**config.mk**
```make
export PLATFORM = sky130hd
export DESIGN_NAME = landmark_bar_decoder_unit
export DESIGN_NICKNAME = d
export VERILOG_FILES = /design/src/design/lbd_pkg.sv /design/src/design/lbd_edge_mem.sv /design/src/design/lbd_cfg_regs.sv /design/src/design/landmark_bar_decoder_unit.sv
export SDC_FILE = /design/constraint.sdc
export NUM_CORES = 1
export LEC_CHECK = 0
export BUFFER_PORTS_ARGS = -buffer_cell sky130_fd_sc_hd__buf_2
export CORE_MARGIN = 2
export CORE_UTILIZATION = 40
export DETAILED_ROUTE_END_ITERATION = 10
export PLACE_DENSITY = 0.54
export SYNTH_ARGS = -nofsm -noshare
export SYNTH_HDL_FRONTEND = slang
export SYNTH_SLANG_ARGS = --single-unit
```
**constraint.sdc**
```tcl
create_clock -name i_clk -period 11.9 [get_ports i_clk]
set_input_delay 0 -clock i_clk [delete_from_list [all_inputs] [get_ports i_clk]]
set_output_delay 0 -clock i_clk [all_outputs]
set_load 0.01 [all_outputs]
```
**src/design/lbd_pkg.sv**
```systemverilog
// ----------------------------------------------------------------------------
// lbd_pkg
// Shared types, codes and helpers of the landmark bar decoder.
// ----------------------------------------------------------------------------
package lbd_pkg;

    localparam int MAX_EDGES_DEF = 16;

    localparam int CFG_IDX_W  = 3;
    localparam int CFG_DATA_W = 16;

    localparam logic [CFG_IDX_W-1:0] REG_SMALL_LEN = 3'd0;
    localparam logic [CFG_IDX_W-1:0] REG_BIG_LEN   = 3'd1;
    localparam logic [CFG_IDX_W-1:0] REG_MARGIN    = 3'd2;
    localparam logic [CFG_IDX_W-1:0] REG_END_GAP   = 3'd3;
    localparam logic [CFG_IDX_W-1:0] REG_MIN_COUNT = 3'd4;

    localparam logic [7:0]  RST_SMALL_LEN = 8'd5;
    localparam logic [7:0]  RST_BIG_LEN   = 8'd10;
    localparam logic [7:0]  RST_MARGIN    = 8'd2;
    localparam logic [15:0] RST_END_GAP   = 16'd30;
    localparam logic [4:0]  RST_MIN_COUNT = 5'd4;

    localparam logic [2:0] EDGE_OK         = 3'd0;
    localparam logic [2:0] EDGE_BAD_START  = 3'd1;
    localparam logic [2:0] EDGE_DIR_CHANGE = 3'd2;
    localparam logic [2:0] EDGE_BAD_LEN    = 3'd3;
    localparam logic [2:0] EDGE_FULL       = 3'd4;

    localparam logic [1:0] LM_NONE    = 2'd0;
    localparam logic [1:0] LM_IDENT   = 2'd1;
    localparam logic [1:0] LM_UNKNOWN = 2'd2;

    typedef struct packed {
        logic        color;
        logic [15:0] pos;
        logic [7:0]  ticks;
    } t_edge;

    typedef struct packed {
        logic [7:0]  small_len;
        logic [7:0]  big_len;
        logic [7:0]  margin;
        logic [15:0] end_gap;
        logic [4:0]  min_count;
    } t_cfg;

    function automatic logic [15:0] dist16(input logic [15:0] a, input logic [15:0] b);
        return (a > b) ? (a - b) : (b - a);
    endfunction

    function automatic logic in_window(input logic [15:0] len, input logic [7:0] nom,
                                       input logic [7:0] margin);
        logic signed [17:0] lo;
        logic signed [17:0] hi;
        logic signed [17:0] l;
        lo = $signed({10'd0, nom}) - $signed({10'd0, margin});
        hi = $signed({10'd0, nom}) + $signed({10'd0, margin});
        l  = $signed({2'd0, len});
        return (l >= lo) && (l <= hi);
    endfunction

endpackage

```
**src/design/lbd_edge_mem.sv**
```systemverilog
// ----------------------------------------------------------------------------
// lbd_edge_mem
// Edge store: one write port, one read port, registered read data.
// ----------------------------------------------------------------------------
module lbd_edge_mem #(
    parameter int DEPTH = lbd_pkg::MAX_EDGES_DEF,
    parameter int AW    = $clog2(DEPTH)
) (
    input  logic                 i_clk,
    input  logic                 i_we,
    input  logic [AW-1:0]        i_waddr,
    input  lbd_pkg::t_edge       i_wdata,
    input  logic [AW-1:0]        i_raddr,
    output lbd_pkg::t_edge       o_rdata
);
    import lbd_pkg::*;

    t_edge r_mem [DEPTH];

    always_ff @(posedge i_clk) begin
        if (i_we) begin
            r_mem[i_waddr] <= i_wdata;
        end
        o_rdata <= r_mem[i_raddr];
    end

endmodule

```
**src/design/lbd_cfg_regs.sv**
```systemverilog
// ----------------------------------------------------------------------------
// lbd_cfg_regs
// Configuration registers with write-only access.
// ----------------------------------------------------------------------------
module lbd_cfg_regs (
    input  logic                              i_clk,
    input  logic                              i_rst_n,
    input  logic                              i_we,
    input  logic [lbd_pkg::CFG_IDX_W-1:0]     i_idx,
    input  logic [lbd_pkg::CFG_DATA_W-1:0]    i_data,
    output lbd_pkg::t_cfg                     o_cfg
);
    import lbd_pkg::*;

    t_cfg r_cfg;

    always_ff @(posedge i_clk) begin
        if (!i_rst_n) begin
            r_cfg.small_len <= RST_SMALL_LEN;
            r_cfg.big_len   <= RST_BIG_LEN;
            r_cfg.margin    <= RST_MARGIN;
            r_cfg.end_gap   <= RST_END_GAP;
            r_cfg.min_count <= RST_MIN_COUNT;
        end else if (i_we) begin
            case (i_idx)
                REG_SMALL_LEN: r_cfg.small_len <= i_data[7:0];
                REG_BIG_LEN:   r_cfg.big_len   <= i_data[7:0];
                REG_MARGIN:    r_cfg.margin    <= i_data[7:0];
                REG_END_GAP:   r_cfg.end_gap   <= i_data;
                REG_MIN_COUNT: r_cfg.min_count <= i_data[4:0];
                default: ;
            endcase
        end
    end

    assign o_cfg = r_cfg;

endmodule

```
**src/design/landmark_bar_decoder_unit.sv**
```systemverilog
// ----------------------------------------------------------------------------
// landmark_bar_decoder_unit
// Edge and poll beats pass through ST_EDGE or ST_POLL to ST_OUT; a poll beat that
// decodes stored edges walks them in ST_WALK first (one edge store read per cycle).
// One beat at a time; the next beat is taken once the result sits in the output
// register, which holds while the previous result waits. Reset clears the edge
// count, direction and output valid and loads the configuration defaults;
// store contents stay undefined.
// ----------------------------------------------------------------------------
module landmark_bar_decoder_unit #(
    parameter int MAX_EDGES = lbd_pkg::MAX_EDGES_DEF
) (
    input  logic                            i_clk,
    input  logic                            i_rst_n,
    input  logic                            i_cfg_we,
    input  logic [lbd_pkg::CFG_IDX_W-1:0]   i_cfg_idx,
    input  logic [lbd_pkg::CFG_DATA_W-1:0]  i_cfg_data,
    input  logic                            s_axis_tvalid,
    output logic                            s_axis_tready,
    // [0] bar_color, [16:1] line_position, [24:17] sub_cm_ticks
    input  logic [31:0]                     s_axis_tdata,
    // [0] req_type
    input  logic [0:0]                      s_axis_tuser,
    output logic                            m_axis_tvalid,
    input  logic                            m_axis_tready,
    // [2:0] edge_status, [4:3] landmark_status, [8:5] landmark_id,
    // [24:9] landmark_position
    output logic [31:0]                     m_axis_tdata
);
    import lbd_pkg::*;

    localparam int AW   = $clog2(MAX_EDGES);
    localparam int CW   = $clog2(MAX_EDGES + 1);
    localparam int CMPW = (CW > 5) ? CW : 5;

    typedef enum logic [2:0] {ST_IDLE, ST_EDGE, ST_POLL, ST_WALK, ST_OUT} t_state;

    t_state          r_state;
    t_cfg            cfg;
    t_edge           mem_rdata;
    t_edge           mem_wdata;
    logic            mem_we;
    logic [AW-1:0]   mem_waddr;
    logic [AW-1:0]   mem_raddr;

    logic            r_color;
    logic [15:0]     r_pos;
    logic [7:0]      r_tk;
    logic [CW-1:0]   r_count;
    logic            r_dir;
    logic [CW-1:0]   r_n;
    logic [CW-1:0]   r_j;
    logic [7:0]      r_prev;
    logic [15:0]     r_first;
    logic            r_ok;
    logic [2:0]      r_res_edge;
    logic [1:0]      r_res_lm;
    logic [3:0]      r_res_id;
    logic [15:0]     r_res_pos;
    logic            r_m_valid;
    logic [31:0]     r_m_data;

    logic            s_hs;
    logic [CW-1:0]   w_cnt_m1;
    logic [CW-1:0]   w_jn;
    logic [CW-1:0]   w_walk_addr;
    logic [CW-1:0]   w_init_addr;
    logic [15:0]     w_len;
    logic            w_len_ok;
    logic            w_dir;
    logic            w_dir_ok;
    logic            w_full;
    logic            w_append;
    logic [2:0]      w_edge_status;
    logic [CW-1:0]   n_count;
    logic            w_poll_skip;
    logic            w_gap_short;
    logic [7:0]      w_wid;
    logic            w_first_bar;
    logic            w_chk;
    logic            w_last;
    logic [CW-1:0]   w_bars;
    logic [CW+3:0]   w_bars_ext;

    lbd_cfg_regs u_cfg (
        .i_clk   (i_clk),
        .i_rst_n (i_rst_n),
        .i_we    (i_cfg_we),
        .i_idx   (i_cfg_idx),
        .i_data  (i_cfg_data),
        .o_cfg   (cfg)
    );

    lbd_edge_mem #(
        .DEPTH (MAX_EDGES),
        .AW    (AW)
    ) u_mem (
        .i_clk   (i_clk),
        .i_we    (mem_we),
        .i_waddr (mem_waddr),
        .i_wdata (mem_wdata),
        .i_raddr (mem_raddr),
        .o_rdata (mem_rdata)
    );

    assign s_axis_tready = (r_state == ST_IDLE);
    assign s_hs          = s_axis_tvalid && s_axis_tready;
    assign m_axis_tvalid = r_m_valid;
    assign m_axis_tdata  = r_m_data;

    assign w_cnt_m1    = r_count - CW'(1);
    assign w_jn        = r_j + CW'(1);
    assign w_walk_addr = r_dir ? (r_n - CW'(1) - w_jn) : w_jn;
    assign w_init_addr = r_dir ? w_cnt_m1 : '0;

    always_comb begin
        case (r_state)
            ST_POLL: mem_raddr = w_init_addr[AW-1:0];
            ST_WALK: mem_raddr = w_walk_addr[AW-1:0];
            default: mem_raddr = w_cnt_m1[AW-1:0];
        endcase
    end

    // edge decision against the last stored edge
    always_comb begin
        w_len    = dist16(r_pos, mem_rdata.pos);
        w_len_ok = in_window(w_len, cfg.small_len, cfg.margin)
                || in_window(w_len, cfg.big_len, cfg.margin);
        if (r_pos == mem_rdata.pos) begin
            w_dir = (r_tk >= mem_rdata.ticks) ? 1'b0 : 1'b1;
        end else begin
            w_dir = (r_pos > mem_rdata.pos) ? 1'b0 : 1'b1;
        end
        w_dir_ok = (r_count == CW'(1)) || (w_dir == r_dir);
        w_full   = (r_count >= CW'(MAX_EDGES));
        w_append = (r_count != '0) && !w_full && w_len_ok && w_dir_ok;
        if (r_count == '0) begin
            w_edge_status = r_color ? EDGE_OK : EDGE_BAD_START;
        end else if (w_full) begin
            w_edge_status = EDGE_FULL;
        end else if (!w_len_ok) begin
            w_edge_status = EDGE_BAD_LEN;
        end else if (!w_dir_ok) begin
            w_edge_status = EDGE_DIR_CHANGE;
        end else begin
            w_edge_status = EDGE_OK;
        end
        n_count = w_append ? (r_count + CW'(1)) : (r_color ? CW'(1) : '0);
    end

    always_comb begin
        mem_we          = (r_state == ST_EDGE) && (w_append || r_color);
        mem_waddr       = w_append ? r_count[AW-1:0] : '0;
        mem_wdata.color = r_color;
        mem_wdata.pos   = r_pos;
        mem_wdata.ticks = r_tk;
    end

    // poll and walk decisions
    always_comb begin
        w_poll_skip = (r_count == '0) || (CMPW'(r_count) < CMPW'(cfg.min_count));
        w_gap_short = dist16(r_pos, mem_rdata.pos) < cfg.end_gap;
        w_wid       = r_j[0] ? (mem_rdata.pos[7:0] - r_prev) : 8'd0;
        w_first_bar = (r_j[CW-1:1] == '0);
        w_chk       = w_first_bar ? in_window({8'd0, w_wid}, cfg.big_len, cfg.margin)
                                  : in_window({8'd0, w_wid}, cfg.small_len, cfg.margin);
        w_last      = (r_j == r_n - CW'(1));
        w_bars      = (r_j >> 1) + CW'(1);
        w_bars_ext  = {4'd0, w_bars};
    end

    always_ff @(posedge i_clk) begin
        if (!i_rst_n) begin
            r_state   <= ST_IDLE;
            r_count   <= '0;
            r_dir     <= 1'b0;
            r_m_valid <= 1'b0;
        end else begin
            if ((r_state == ST_OUT) && (!r_m_valid || m_axis_tready)) begin
                r_m_valid <= 1'b1;
            end else if (m_axis_tready) begin
                r_m_valid <= 1'b0;
            end
            case (r_state)
                ST_IDLE: begin
                    if (s_hs) begin
                        r_color <= s_axis_tdata[0];
                        r_pos   <= s_axis_tdata[16:1];
                        r_tk    <= s_axis_tdata[24:17];
                        r_state <= s_axis_tuser[0] ? ST_POLL : ST_EDGE;
                    end
                end
                ST_EDGE: begin
                    r_count    <= n_count;
                    if (w_append && (r_count == CW'(1))) begin
                        r_dir <= w_dir;
                    end
                    r_res_edge <= w_edge_status;
                    r_res_lm   <= LM_NONE;
                    r_res_id   <= '0;
                    r_res_pos  <= '0;
                    r_state    <= ST_OUT;
                end
                ST_POLL: begin
                    r_res_edge <= EDGE_OK;
                    r_res_lm   <= LM_NONE;
                    r_res_id   <= '0;
                    r_res_pos  <= '0;
                    r_n        <= r_count;
                    r_j        <= '0;
                    r_ok       <= 1'b1;
                    if (w_poll_skip || w_gap_short) begin
                        r_state <= ST_OUT;
                    end else begin
                        r_count <= '0;
                        r_state <= mem_rdata.color ? ST_OUT : ST_WALK;
                    end
                end
                ST_WALK: begin
                    if (r_j == '0) begin
                        r_first <= mem_rdata.pos;
                    end
                    r_prev <= mem_rdata.pos[7:0];
                    r_j    <= w_jn;
                    if (!r_j[0] && !w_last) begin
                        r_ok <= r_ok;
                    end else begin
                        r_ok <= r_ok && w_chk;
                    end
                    if (w_last) begin
                        if (r_ok && w_chk) begin
                            r_res_lm <= LM_IDENT;
                            r_res_id <= w_bars_ext[3:0];
                        end else begin
                            r_res_lm <= LM_UNKNOWN;
                            r_res_id <= '0;
                        end
                        r_res_pos <= (r_j == '0) ? mem_rdata.pos : r_first;
                        r_state   <= ST_OUT;
                    end
                end
                ST_OUT: begin
                    if (!r_m_valid || m_axis_tready) begin
                        r_m_data  <= {7'd0, r_res_pos, r_res_id, r_res_lm, r_res_edge};
                        r_state   <= ST_IDLE;
                    end
                end
                default: r_state <= ST_IDLE;
            endcase
        end
    end

`ifndef SYNTHESIS
    a_count_bound: assert property (@(posedge i_clk) disable iff (!i_rst_n)
        r_count <= CW'(MAX_EDGES))
        else $error("edge count above store depth");

    a_walk_index: assert property (@(posedge i_clk) disable iff (!i_rst_n)
        (r_state == ST_WALK) |-> (r_j < r_n))
        else $error("walk index past stored edges");

    a_one_status: assert property (@(posedge i_clk) disable iff (!i_rst_n)
        m_axis_tvalid |-> (m_axis_tdata[2:0] == EDGE_OK || m_axis_tdata[4:3] == LM_NONE))
        else $error("edge and landmark status both set");

    a_walk_clears: assert property (@(posedge i_clk) disable iff (!i_rst_n)
        (r_state == ST_WALK) |-> (r_count == '0))
        else $error("store not cleared during decode");
`endif

endmodule
```
---- After elaboration in Yosys (flattened, before gate mapping) ----
Memory sizes are Yosys's and may differ from the RTL's. A register that Yosys moved wholly into a read port is not among the register bits.
Index checks and enable logic that the tools add are counted.
storage, ports and cells
  memories ................................ 1
  flip-flop bits (word level) ............. 165
  input port bits ......................... 57
  logic and storage cells ................. 159
  output and inout port bits .............. 34
  RAM bits ................................ 400
cells by class
  magnitude comparators ................... 13
  eq/ne operators ......................... 17
  muxes and demuxes ....................... 43
  reductions and logical operators ........ 50
  add/subtract/negate cells ............... 13
memory list
  name         depth  width  rd ports  clocked after Yosys merged registers in  wr ports  RTL line            RTL
  u_mem.r_mem  16     25     1         1                                        1         lbd_edge_mem.sv:18  t_edge r_mem [DEPTH];
operator list
  kind                                                                   count
  16-bit two-way mux                                                     3
  17-bit by 18-bit less-or-equal comparator with 1-bit output            2
  17-bit by 9-bit >= comparator with 1-bit output                        2
  16-bit case mux with 2 select lines                                    1
  16-bit subtractor                                                      2
  2-bit AND reduction                                                    11
  3-bit two-way mux                                                      7
  4-bit two-way mux                                                      5
  5-bit case mux with 2 select lines                                     2
  8-bit by 8-bit adder with 9-bit output                                 2
  9-bit >= comparator                                                    2
  8-bit by 9-bit less-or-equal comparator with 1-bit output              2
  8-bit by 8-bit subtractor with 9-bit output                            2
  16-bit equality test                                                   1
  16-bit > comparator                                                    1
  16-bit less-than comparator                                            1
  4-bit case mux with 2 select lines                                     2
  3-bit case mux with 5 select lines                                     1
  3-bit AND reduction                                                    5
  1-bit logical AND                                                      13
  3-bit by 2-bit equality test with 1-bit output, second input constant  4
  1-bit two-way mux                                                      11
  5-bit by 1-bit adder with 5-bit output, second input constant          2
  5-bit logical NOT                                                      2
  other kinds (28)                                                       50

---- Depth between registers and ports, before layout ----
Gate-level depths: netlist of the first run.
  word-level depth ........................ 11
  depth in mapped cells ................... 24
  mapped depth without buffers ............ 23

---- Cells and area by module ----
Synthesis of the first run repeated with hierarchy kept, for this count alone.
second synthesis, totals
  cell total of the unflattened synthesis .. 1,937
  area, all modules ....................... 27,979.3 µm²
by module, submodules not included
  module                     cells each  instances  seq. area each (µm²)  area an instance (µm²)
  lbd_edge_mem               660         1          12,512.0              15,551.2
  landmark_bar_decoder_unit  1,103       1          3,503.4               10,675.2
  lbd_cfg_regs               174         1          900.9                 1,752.9

---- Least setup slack after synthesis of the first run ----
No wires, ideal clock.
  path kind ............................... reg-to-reg
  start ................................... reg r_pos[0]
  end ..................................... mem u_mem.r_mem[12][0] (netlist name) (enable)
  path buffers ............................ 2
  data required time ...................... 11.430 ns
  data arrival time ....................... 7.328 ns
  cell stages (with the launch flop) ...... 22
  period minus slack after synthesis ...... 7.798 ns
  library setup time ...................... 0.470 ns
  slack ................................... 4.102 ns
  cells stage by stage .................... edfxtp_1 > inv_1 > ha_1 > fa_1 > nand3b_1 > a21oi_2 > o21ai_2 > a31o_4 > buf_6 > clkbuf_1 > and2_1 > a221oi_1 > xnor2_1 > ha_1 > nand4_1 > or4_1 > a41oi_1 > a32oi_1 > a211o_1 > nor4_4 > nand2_2 > nor4_1
on the way
  longest elaborated chain between the ends .. 11
  elaborated cells on any way between the ends .. 23
  classes of those cells .................. add/sub: 2; order compare: 5; eq/ne: 2; mux: 6; reduce/logical: 8
ends and longest elaborated chain
  element                                                                                                                         RTL line                                         RTL
  start: declaration                                                                                                              landmark_bar_decoder_unit.sv:47                  logic [15:0] r_pos;
  start signal: assignment                                                                                                        landmark_bar_decoder_unit.sv:188                 r_pos <= s_axis_tdata[16:1];
  16-bit subtractor or 16-bit > comparator (tied branches)                                                                        lbd_pkg.sv:49, landmark_bar_decoder_unit.sv:132
  16-bit two-way mux                                                                                                              lbd_pkg.sv:49                                    return (a > b) ? (a - b) : (b - a);
  17-bit by 18-bit less-or-equal comparator with 1-bit output or 17-bit by 9-bit >= comparator with 1-bit output (tied branches)  lbd_pkg.sv:60                                    return (l >= lo) && (l <= hi);
  1-bit logical AND                                                                                                               lbd_pkg.sv:60
  1-bit logical OR                                                                                                                landmark_bar_decoder_unit.sv:128                 || in_window(w_len, cfg.big_len, cfg.margin);
  1-bit logical AND                                                                                                               landmark_bar_decoder_unit.sv:136                 w_append = (r_count != '0) && !w_full && w_len_ok && w_dir_ok;
  1-bit logical AND *                                                                                                             landmark_bar_decoder_unit.sv:136
  1-bit logical OR                                                                                                                landmark_bar_decoder_unit.sv:152                 mem_we = (r_state == ST_EDGE) && (w_append || r_color);
  1-bit logical AND                                                                                                               landmark_bar_decoder_unit.sv:152
  1-bit two-way mux                                                                                                               lbd_edge_mem.sv:21                               if (i_we) begin
  1-bit two-way mux (not written as such)                                                                                         lbd_edge_mem.sv:22                               r_mem[i_waddr] <= i_wdata;
  end: declaration                                                                                                                lbd_edge_mem.sv:18
Mark *: on every way between the ends. The rest lies on a longest branch, timed or not.

---- Worst setup path in the final report of the first run ----
  start ................................... reg r_pos[8]
  end ..................................... mem u_mem.r_mem[12][15] (netlist name) (enable)
Same word-level chain as after synthesis.

==> results of run 1 <==
-- worst register-to-register path, stage by stage (launching register included) --
cell and delay [ns]:
edfxtp_1 0.65, ha_1 0.62, nand4_2 0.25, nor4_2 0.68, a31oi_1 0.31, buf_4 0.28, a211oi_1 0.23, a31oi_1 0.09
xnor2_1 0.76, ha_1 0.28, nand4_1 0.17, or4_1 0.54, a41oi_1 0.23, a32oi_1 0.10, a211o_1 0.38, nor4_4 0.51
nand2_2 0.20, nor4_2 0.95, buf_4 0.51
-- state kept, by name, indices dropped and copies added (netlist names), 5 cells and up --
register and cells:
r_res_pos 16, u_mem.r_mem 400, r_n 5, r_pos 16, r_first 16, u_mem.o_rdata 25
u_cfg.o_cfg 45, r_count 5, r_j 5, m_axis_tdata 25, r_prev 8, r_tk 8
-- layer usage --
layer | track usage [%] | up-vias
li1 | - | 9030
met1 | 25.2 | 9060
met3 | 2.96 | 118
met2 | 32.0 | 389
met4 | 6.75 | 0
met5 | 0 | -
-- metrics by stage --
step | setup slack, ns | power (mW)
2_1_floorplan | 4.10 | 3.16
3_3_place_gp | 3.75 | 3.49
3_5_place_dp | 3.64 | 3.52
4_1_cts | 3.66 | 5.66
5_1_grt | 3.35 | 5.88
6_report | 3.80 | 5.60
-- power by group through the flow --
stage	sequential, mW	combinational [mW]	clock (mW)
3_5_place_dp	2.37	1.15	0
6_report	2.33	1.16	2.11
3_3_place_gp	2.37	1.12	0
5_1_grt	2.33	1.30	2.25
4_1_cts	2.33	1.17	2.17
2_1_floorplan	2.35	0.817	0
-- final cells by class --
class / count / area (sq um)
fillers: 6239 / 37600
flip-flops and latches: 590 / 16900
multi-input cells: 1552 / 10700
clock buffers: 91 / 1860
well taps: 940 / 1180
repair buffers: 159 / 1160
inverters: 123 / 462
clock inverters: 33 / 424
diodes: 1 / 2.50
-- logic make-up after synthesis --
group                      synth area share (%)
DFF                                        59.5
muxes                                      1.13
AOI/OAI and AO/OA                          13.7
xor gates and xnor gates                   1.91
buffers and inverters                      3.55
adders and majority gates                  9.05
and+or+nand+nor                            11.2
other                                    0.0132
-- path summary, 6_finish.rpt --
kind	startpoint	to	slack, ns
min	s_axis_tdata[17]	r_tk[0]	0.1
max	r_pos[8]	u_mem.r_mem[12][15]	3.80
max reg2reg	r_pos[8]	u_mem.r_mem[12][15]	3.80
min reg2reg	r_res_pos[4]	m_axis_tdata[13]	0.42
-- timing repair --
| action | CTS | global route |
|---|---|---|
| gates resized for setup | 0 | 0 |
| hold buffers | 51 | 0 |
| hold endpoints to repair | 77 | 0 |
-- cells in the final DEF (no fill, tap or decap), types with 8 or more instances in the layout --
master and n:
clkbuf_16 69, nand4_1 18, a21oi_1 170, a21o_1 34, clkinv_2 11, nand3_1 21, o21a_1 18, nor2_1 77
a211oi_1 135, dlygate4sd3_1 51, and2_1 99, xor2_1 21, a31oi_1 57, edfxtp_1 510, buf_2 76, o21bai_1 9
nand2b_1 19, o211ai_1 11, dfxtp_1 80, mux2_2 17, xnor2_1 41, inv_1 122, a311oi_1 50, nand2_1 322
nor2b_1 31, nor3_1 15, and2_0 8, buf_4 30, o21ai_0 43, fa_1 8, clkbuf_1 17, ha_1 193
mux2i_1 13
==> impl_results.md, run 1 <==
- Largest vdd supply drop: 165 uV
- P_int: about 4 mW
- Max Clk Rate: approximately 120 MHz
- Met2 WL post-DR: 33900 microns
- Top-area cell type share of the netlist area: 53.8%
- Die Width: 271 microns
- Core Util, Final: 46.5%
- Flop pwr share: 41.6%
- Data arrival, critical path: 8.35 ns
- Vias in the first global route: 18546
- Grt total ovfl: 0
- First-pass GRT wire length: 108000 microns
- Fin Clk Skew: between 0.02 and 0.025 ns
- MaxCap Viol Count: 0
- Clk network pwr share: 37.7%
- Drt drc: 0
- Num ports: 91
- WL final: 70600 microns
- DP Area: 0.0299 sq mm
- Final nets: between 2000 and 3000
- Crit. End Element: flop
- CTS Root Cell: clkbuf_16
- Final Instance Area: 0.0327 sq mm
- CTS Buf Count: 67
- Worst hold path depth: 2
- Pwr dens: 171 mW/mm^2
- Critical path buffers and inverters: 2
- Critical path's slowest cell: nor4_2
- Final Critical Period: 8.10 ns
- Yosys reg bits: 590
- Initial antenna violation count: 0
- Yosys top cell by area: edfxtp_1
- Routed wl met3: 2860 microns
- Post-route met1 wirelength: 31700 microns
- Outcome: finished, final reports clean
- Initial Util: 40.5%
- Post-synthesis sequential area ratio: 59.5%
- Most frequent cell after synthesis: edfxtp_1
- Final hold slack: a little under 0.1 ns
- Bufs on Longest Clock Path: 3
- RD Place Congestion: 0.880
- Slew at the pin closest to its max-slew limit: 1.14 ns
- CTS H-Tree Depth: 3
- Setup CP Type: reg -> reg
- Mapped cell area: 0.0284 sq mm
- Worst Path Max Fanout: 20
- Setup TNS: 0 ns
- Most frequent cells after synthesis: edfxtp_1 (510), nand2_1 (322), ha_1 (193), a21oi_1 (170), a211oi_1 (135)
- ANT nets after route: 0
- Worst-path clk slew: 0.06 ns
- Pin count of the biggest net entering global routing: 201
- Switching Share: 28.6%
- CTS tree: done
- Crit-path cells: ha_1 > nand4_2 > nor4_2 > a31oi_1 > buf_4 > a211oi_1 > a31oi_1 > xnor2_1 > ha_1 > nand4_1 > or4_1 > a41oi_1 > a32oi_1 > a211o_1 > nor4_4 > nand2_2 > nor4_2 > buf_4
- Avg Vias per Cell: 5.33
- Slew margin rel.: 23.5%
- Ys async rst share: 0%
- Dominant synthesized flop cell: edfxtp_1
- Rows: 97
- Share of layout cells above drive strength 1: between 10% and 20%
- Overall Global Routing Usage: a little under a fifth
- Fin crit share: 68.0%
- Syn_area_per_cell: 11.9 sq um
- Post-route insts no fill: 3489
- Delay-heaviest family, CP: simple AND/OR/NAND/NOR gates
- Hold Path Class: in -> reg
- Detailed Place HPWL: 43800 microns
- Layout Area Growth over Synthesis: 14.9%
- Reg2reg path depth: 18
- Synth cell types: 75
- Setup crit start kind: flop
- Drt first pass iters: 7
- Drt initial violations: 1219
- Max-slew violations: 0
- Die ar.: around 0.073 sq mm
- Critical Path RT: 12.15 ns
- Gate power share: roughly 21%
- RSZ-0062 raised after global routing: no
- Max incr delay on CP: 0.95 ns
- Hold Vio Cnt, Final: 0
- Number of synthesized flops with an enable pin: 510
- Pleak: 11.7 nW
- Die height: ~270 microns
- Post-DR wirelength/cell: 20.2 microns
- Placed Cells: 3313
- Core footprint: 0.0703 sq mm
- Worst path depth: 18
- Setup bufs post-CTS: 0
- Final Setup Violations: 0
- Top cells by area, synth: edfxtp_1 (54%), ha_1 (8.5%), dfxtp_1 (5.6%)
- Yosys Warn Count: 0
- Clk sink count: 590
- Net switching power: 1.60 mW
- Clock Latency Late Sink: 0.61 ns
- IO Port Bufs: 76
- DR vias: about 19000
- Top layer in use: met4
- Mapped Cells: 2392
No activity file was read; power rests on OpenSTA's default activity.
==> run 2, diff against run 1 <==
- ABC_AREA: unset -> 1
- clock period: 11.9 -> 8 ns (I/O delays scaled with it)
==> run 2 against run 1 <==
  * Sequential cell count did not move
  * Die area up 2.7%
  * Hold slack lost 0.0077 ns
  * Non-clock buffer count up 7
  * Via count rose by 10%
  * Critical endpoint is now u_mem.r_mem[13][17]
  * Utilization shrank 0.53 points
  * Wire length up 8.3%
  * Area after synthesis rose by 2.8%
  * Setup slack worse by 2.3 ns
  * Clock power increased by 36%
  * Final area grew 2.3%
  * Synthesized cell count up 19%
==> impl_results.md, run 2 <==
- Final nets: 3254
- Top-area cell type share of the netlist area: about 52%
- DR vias: approximately 20000
- Pwr dens: between 300 and 400 mW/mm^2
- Initial antenna violation count: 0
- Synth cell types: 57
- Max reg flops: 400
- Hold Path Class: in -> reg
- Initial Util: 40.2%
- Area of the multi-input gates: 0.0109 sq mm
- Grt total ovfl: 0
- RD Place Congestion: 0.887
- Crit. End Element: flop
- Fin crit share: between 80% and 90%
- Slew margin rel.: 24.4%
- Drt drc: 0
- Most frequent cell after synthesis: nand2_1
- WL final: 76500 microns
- Hold Vio Cnt, Final: 0
- Final Setup Violations: 0
- Number of synthesized flops with an enable pin: 510
- GR Layer Usage met3: 2.93%
- IO Port Bufs: between 70 and 80
- Clock Latency Late Sink: 0.62 ns
- GR Layer Usage met2: about a third
- CTS Root Cell: clkbuf_16
- CTS tree: done
- Avg Vias per Cell: 5.11
- Post-synthesis sequential area ratio: 57.9%
- Syn_area_per_cell: 10.2 sq um
- Yosys top cell by area: edfxtp_1
- Yosys reg bits: a little under 600
- Yosys Warn Count: 0
- MaxCap Viol Count: 0
- Setup crit start kind: flop
- Drt initial violations: 1477
- Die Width: 274 microns
- Setup bufs post-CTS: 0
- Placement Setup Slack: 1.50 ns
- CTS Buf Count: 66
- Worst-path clk slew: 0.06 ns
- Mapped Cells: 2858
- Overall Global Routing Usage: 20.5%
- Share of layout cells above drive strength 1: between 9 and 10%
- Fin Clk Skew: 0.0206 ns
- Rows: 99
- Max-slew violations: 0
- Gr busiest metal: met2
- Layout Area Growth over Synthesis: 14.4%
- Top cells by area, synth: edfxtp_1 (52%), nand2_1 (9.5%), ha_1 (8.3%)
- Critical path buffers and inverters: 0
- Worst Path Max Fanout: 25
- Mapped cell area: roughly 0.029 sq mm
- Critical path's slowest cell: nor2_4
- Fin worst setup slack: approximately 1.5 ns
- Storage element area: 0.0169 sq mm
- Fillers: 6701
- Data arrival, critical path: around 6.8 ns
- RSZ-0062 raised after global routing: no
- Pin count of the biggest net entering global routing: 138
- ANT nets after route: 0
- Commonest non-fill, non-tap cell in the layout: nand2_1
- Die ar.: 0.0753 sq mm
- Outcome: finished, final reports clean
- # diodes: 0
- Ys async rst share: 0%
- Num ports: ~90
- Core footprint: a little over 0.07 sq mm
- Most flops, register: u_mem.r_mem
- M1 GR Usage: 27.1%
- Detailed Place HPWL: between 40000 and 50000 microns
- Commonest non-fill, non-tap cells in the layout: nand2_1 (736), edfxtp_1 (510), a21oi_1 (316), inv_1 (301), ha_1 (193)
- Max Clk Rate: 153 MHz
- Final Power: slightly above 10 mW
- Die height: 274 microns
- Vias in the first global route: 19878
- Clk sink count: 590
- Most frequent CP cell: nand2_1
- Critical Path RT: 8.23 ns
- Dominant synthesized flop cell: edfxtp_1
- Bufs on Longest Clock Path: 3
- Final Critical Period: 6.52 ns
- Pleak: 13.6 nW
- Setup TNS: 0 ns
- Most frequent cells after synthesis: nand2_1 (736), edfxtp_1 (510), a21oi_1 (317), inv_1 (301), ha_1 (193)
- Max incr delay on CP: roughly 0.85 ns
- Largest vdd supply drop: about 160 uV
- Drt first pass iters: 5
- Slew at the pin closest to its max-slew limit: approximately 1.1 ns
- Post-DR wirelength/cell: about 19 microns
- CTS H-Tree Depth: 3
- Setup CP Type: reg -> reg
- First-pass GRT wire length: 117000 microns
- Delay-heaviest family, CP: simple AND/OR/NAND/NOR gates
==> run 2: changes by cell type in the layout (fill, tap and decap cells not counted), moves of 32 or more <==
cell	change
a31oi_1	-56
a21oi_1	+146
inv_1	+179
nand2_1	+414
mux2_2	+32
o311ai_0	+38
a211oi_1	-132
and2_1	-97
nor2_1	+66
o21ai_0	+49
nand3_1	+56
a311oi_1	-49
==> run 2: final cells by class <==
cell class | instances | share of cell area [%]
clock buffer | 93 | 5.52
multi-input combinational | 1859 | 32.5
sequential | 590 | 50.6
timing repair buffer | 166 | 3.68
inverter | 313 | 3.53
clock inverter | 24 | 0.606
tap | 959 | 3.59
==> run 2: layer usage <==
metal	up-vias	routed length (microns)
met5	-	0
met4	0	2120
met3	135	3290
met2	455	37000
met1	9830	34000
li1	10045	-
==> run 2: stage by stage <==
step                      instance area (sq um)  util (%)  instances  hold slack (ns)
after floorplan                           29300         -       2864           0.0989
after global placement                    30800      42.3       3827            0.178
after detailed placement                  30800      42.3       3827            0.179
after CTS                                 33400      46.0       4004           0.0480
after global routing                      33400      46.0       4004           0.0759
final                                     33400      46.0       4004           0.0915
==> run 2: logic make-up after synthesis <==
group | after synthesis | share of synthesized area (%)
buf+inv | 415 | 5.65
other cells | 1 | 0.0128
flops | 590 | 57.9
xor+xnor | 48 | 1.44
compound gates | 509 | 9.82
simple gates | 1045 | 14.5
fa+ha+maj | 201 | 8.81
mux | 49 | 1.89
==> run 2: where the power goes <==
part,switching [mW],internal [mW]
clock network,1.24,1.63
registers,0.151,3.48
logic,2.42,1.25
total,3.81,6.35
==> run 2: timing repair <==
| item | in CTS | in global routing |
|---|---|---|
| endpoints found under the hold margin | 76 | 0 |
| hold buffers | 60 | 0 |
| resized for setup | 0 | 0 |
==> run 2: worst paths after layout <==
| check | slack (ns) | to | depth (start not counted) | startpoint |
|---|---|---|---|---|
| worst min-delay path | 0.09 | r_tk[7] | 2 | s_axis_tdata[24] |
| worst min register to register | 0.42 | m_axis_tdata[10] | 0 | r_res_pos[1] |
| worst max-delay path | 1.48 | u_mem.r_mem[13][17] | 25 | r_pos[9] |
| worst max register to register | 1.48 | u_mem.r_mem[13][17] | 25 | r_pos[9] |
